==> src/sv/idq_pkg.sv <==
`default_nettype none
package idq_pkg;

   // Operation codes carried in the func field
   localparam logic [3:0] FUNC_PUSH_BACK  = 4'd0;
   localparam logic [3:0] FUNC_PUSH_FRONT = 4'd1;
   localparam logic [3:0] FUNC_POP_BACK   = 4'd2;
   localparam logic [3:0] FUNC_POP_FRONT  = 4'd3;
   localparam logic [3:0] FUNC_PEEK_BACK  = 4'd4;
   localparam logic [3:0] FUNC_PEEK_FRONT = 4'd5;
   localparam logic [3:0] FUNC_GET        = 4'd6;
   localparam logic [3:0] FUNC_SET        = 4'd7;
   localparam logic [3:0] FUNC_INSERT_AT  = 4'd8;
   localparam logic [3:0] FUNC_REMOVE_AT  = 4'd9;

   // Result status codes
   localparam logic [1:0] STATUS_OK    = 2'd0;
   localparam logic [1:0] STATUS_RANGE = 2'd1;
   localparam logic [1:0] STATUS_FULL  = 2'd2;

   // Field widths fixed by the interface
   localparam int INDEX_W = 7;
   localparam int COUNT_W = 7;

   // Per-cell update codes
   localparam logic [1:0] CELL_HOLD   = 2'd0;
   localparam logic [1:0] CELL_WRITE  = 2'd1;
   localparam logic [1:0] CELL_INSERT = 2'd2;
   localparam logic [1:0] CELL_REMOVE = 2'd3;

   typedef struct packed {
      logic        [3:0]         func;
      logic        [INDEX_W-1:0] index;
      logic signed [31:0]        value;
   } req_type;

   typedef struct packed {
      logic signed [31:0]        data;
      logic        [1:0]         status;
      logic        [COUNT_W-1:0] count;
   } rsp_type;

   typedef struct packed {
      logic        [1:0]  op;
      logic signed [31:0] value;
   } cell_cmd_type;

endpackage
`default_nettype wire

==> src/sv/idq_cell.sv <==
`default_nettype none
module idq_cell
   import idq_pkg::*;
#(
   parameter int POS_W = 6,
   parameter int INDEX = 0
) (
   input  wire logic                clock,
   input  wire cell_cmd_type        cmd,
   input  wire logic [POS_W-1:0]    pos,
   input  wire logic [POS_W-1:0]    rd_pos,
   input  wire logic signed [31:0]  left_data,
   input  wire logic signed [31:0]  right_data,
   output      logic signed [31:0]  cell_data,
   output      logic signed [31:0]  rd_data
);

   localparam logic [POS_W-1:0] MY_POS = POS_W'(INDEX);

   logic signed [31:0] value_ff;
   logic signed [31:0] value_in;

   always_comb begin
      value_in = value_ff;
      unique case (cmd.op)
         CELL_WRITE: begin
            if (MY_POS == pos) value_in = cmd.value;
         end
         CELL_INSERT: begin
            // shift toward the back: take the left neighbor past the gap
            if (MY_POS > pos) value_in = left_data;
            else if (MY_POS == pos) value_in = cmd.value;
         end
         CELL_REMOVE: begin
            // close the gap: take the right neighbor
            if (MY_POS >= pos) value_in = right_data;
         end
         default: begin
         end
      endcase
   end

   always_ff @(posedge clock) begin
      value_ff <= value_in;
   end

   assign cell_data = value_ff;
   assign rd_data   = (rd_pos == MY_POS) ? value_ff : 32'sd0;

endmodule
`default_nettype wire

==> config.mk <==
export PLATFORM = sky130hd
export DESIGN_NAME = idq_cell
export DESIGN_NICKNAME = d
export VERILOG_FILES = /design/src/sv/idq_pkg.sv /design/src/sv/idq_cell.sv
export SDC_FILE = /design/constraint.sdc
export NUM_CORES = 1
export LEC_CHECK = 0
export ABC_CLOCK_PERIOD_IN_PS = 8300
export BUFFER_PORTS_ARGS = -buffer_cell sky130_fd_sc_hd__buf_2
export CAP_MARGIN = 5
export CORE_ASPECT_RATIO = 0.8
export CORE_MARGIN = 2
export CORE_UTILIZATION = 41
export CTS_CLUSTER_SIZE = 25
export DETAILED_ROUTE_END_ITERATION = 8
export PLACE_DENSITY = 0.92
export SETUP_SLACK_MARGIN = 0.3
export SLEW_MARGIN = 40
export SYNTH_ARGS = -nofsm -noshare
export SYNTH_HDL_FRONTEND = slang
export SYNTH_SLANG_ARGS = --single-unit
==> constraint.sdc <==
create_clock -name clock -period 8.3 [get_ports clock]
set_input_delay 1.66 -clock clock [delete_from_list [all_inputs] [get_ports clock]]
set_output_delay 1.66 -clock clock [all_outputs]
set_load 0.01 [all_outputs]
==> out/metrics.csv <==
stage,metric,value,unit
logic_synthesis,Area contributors post-synth,"edfxtp_1 (48%), a31oi_1 (9.9%), and2_1 (9.9%), nand3_1 (7.9%), o21ai_1 (7.4%)",
die,die area,0.00551,mm²
worst_setup_path,CP required,6640,ps
worst_setup_path,crit path max-delay cell type,or4_4,
clock_network,maximum root-to-sink buffer count,2,
grt,GRT Residual Overflow,0,
worst_setup_path,CP Class,primary input to output pin,
clock_network,CTS Buf Count,5,
worst_setup_path,CP max FO,18,
logic_synthesis,Synth async-reset ratio,0,%
placed_design,GPL Wtd Cong,0.718,
worst_setup_path,reg2reg setup slack,7370,ps
clock_network,Clock transition at path regs,60,ps
clock_network,post-cts sizing count,0,
clock_network,hold_buf cts,0,
logic_synthesis,synthesized cell area,0.00202,mm²
sta,setup violators final,0,
worst_setup_path,Critical Path AT,3220,ps
finish,final core occ,60.7,%
sta,Max-slew headroom,56.1,%
die,die span in y,66.8,µm
detailed_routing,"antenna viol nets, final",0,
logic_synthesis,Post-Syn Area per Cell,9.02,µm²
worst_setup_path,Crit. End Element,output pin,
die,Ports,175,
worst_setup_path,crit start category,primary input,
worst_setup_path,"Largest delay share family, worst path",simple AND/OR/NAND/NOR gates,
logic_synthesis,"Net Count, Synth",335,
clock_network,H-tree lvl count,2,
finish,Largest register FFs,32,
detailed_routing,DRT iter0 DRCs,108,
worst_setup_path,max incr delay on CP,530,ps
grt,initial antenna violation count,0,
grt,GRT Overall Usage,20.7,%
logic_synthesis,top post-synthesis cells by count,"nor2_1 (35), a31oi_1 (32), and2_1 (32), edfxtp_1 (32), nand3_1 (32)",
detailed_routing,Via density,5.46,
placed_design,DP HPWL,4.17,mm
logic_synthesis,Synth cell types,16,
die,Initial Util,43.4,%
clock_network,CTS root buffer,clkbuf_8,
power,Design Power,0.000419,W
sta,Fmax,205,MHz
hold_path,HP Class,flop to flop,
sta,fin crit share,58.8,%
die,total core area,0.00465,mm²
sta,minimum clock period,4880,ps
placed_design,placed insts,407,
logic_synthesis,Yosys warning count,0,
detailed_routing,drt first pass iters,5,
job,max-cap check violation count,0,
power,LEAKAGE,1.26,nW
sta,setup TNS,0,ps
clock_network,Clock Latency Late Sink,270,ps
sta,skew final,0,ps
outcome,status,"complete, no violations",
sta,max-slew violations,0,
finish,Non-Filler Instances,416,
logic_synthesis,register area share after synthesis,47.6,%
detailed_routing,Routed WL per cell,14.8,µm
sta,Tightest Pin Transition,659,ps
logic_synthesis,Yosys reg bits,32,
clock_network,Post-CTS Setup Repair Bufs,0,
logic_synthesis,Post-synth EDFFs,32,
clock_network,clock sink count,32,
finish,fraction of layout cells with a size suffix above 1,44.7,%
die,Core Rows,22,
finish,Layout area overhead,39.9,%
detailed_routing,via count,2270,
detailed_routing,DRC,0,
logic_synthesis,top-count cell post-synth,nor2_1,
sta,"Hold Vio Cnt, Final",0,
finish,layout net count,466,
power,Cell Pwr Density,148,mW/mm²
placed_design,PortBufs,142,
logic_synthesis,Most used DFF post-synth,edfxtp_1,
finish,Inserted Diodes,0,
power,maximum vdd drop,0.0928,mV
grt,global-route wire length before repair,8.61,mm
grt,largest net degree at the start of global routing,66,
detailed_routing,DRT Wirelength,6.15,mm
placed_design,Place WS,3260,ps
logic_synthesis,Synth area leader,edfxtp_1,
worst_setup_path,Bufs and invs on worst path,3,
die,die width,82.5,µm
sta,post-route setup slack,3420,ps
worst_setup_path,"most used cell, CP",buf_2,
clock_network,CTS tree,yes,
worst_setup_path,critical-path cell list,buf_2 -> or4_4 -> nor3_4 -> buf_6 -> and2_1 -> buf_2,
logic_synthesis,Mapped Cells,224,
sta,RSZ-0062 raised after global routing,no,
logic_synthesis,share of the synthesized area in the top cell type,47.6,%
grt,vias in the first global route,1860,
[final cells by class]
| class | count | area, µm² |
|---|---|---|
| clock buffers | 7 | 76.3 |
| clock inverters | 1 | 3.75 |
| fillers | 403 | 1830 |
| multi-input cells | 170 | 945 |
| flip-flops and latches | 32 | 961 |
| well taps | 60 | 75.1 |
| repair buffers | 146 | 764 |
[per-stage QoR]
| stage | area [µm²] | hold slack, ps |
|---|---|---|
| after global placement | 2700 | 637 |
| after detailed placement | 2730 | 685 |
| final | 2830 | 700 |
| after CTS | 2810 | 700 |
| after floorplan | 2020 | 681 |
| after global routing | 2830 | 729 |
[layout by cell type, fill, tap and decap left out]
cell	n
nand3_1	32
edfxtp_1	32
clkbuf_1	2
nor2_2	1
o21ai_0	2
nor4_4	1
nand2_4	1
clkinv_1	1
nor3_4	1
and2_1	32
buf_6	1
buf_16	1
buf_4	2
or4_4	2
buf_2	142
a31oi_1	32
o21ai_1	30
or2_2	1
a21oi_1	1
clkbuf_8	5
nor2_4	1
nor2_1	33
[worst min-delay path: stages, from the launching register on]
cell and delay (ps):
edfxtp_1 350, o21ai_1 80, a31oi_1 150
[where the power goes]
| group | internal (W) | total (W) | switching [W] |
|---|---|---|---|
| registers | 0.000202 | 0.000213 | 0.0000116 |
| logic | 0.0000411 | 0.0000931 | 0.0000520 |
| clock network | 0.0000583 | 0.000112 | 0.0000537 |
| total | 0.000301 | 0.000419 | 0.000117 |
[cells by family after synthesis]
group,Yosys count,synth area share (%)
buf+inv,22,6.51
simple gates,105,27.8
flops,32,47.6
compound gates,65,18.1
[path summary, 6_finish.rpt]
path,endpoint,depth (start not counted),from
worst max-delay path,rd_data[10],6,rd_pos[3]
worst min-delay path,cell_data[10],2,cell_data[10]
worst max register to register,cell_data[3],2,cell_data[3]
worst min register to register,cell_data[10],2,cell_data[10]
[metal layers]
metal / wire length [µm] / share of wire (%) / up-vias / track usage, %
met3: 531 / 8.6 / 6 / 4.47
met4: 23 / 0.37 / 0 / 5.83
met2: 2980 / 49 / 134 / 35.4
met5: 0 / 0 / - / 0
met1: 2610 / 42 / 1042 / 26.1
li1: - / - / 1088 / -
Note: power is estimated with default switching activity, not from simulation.
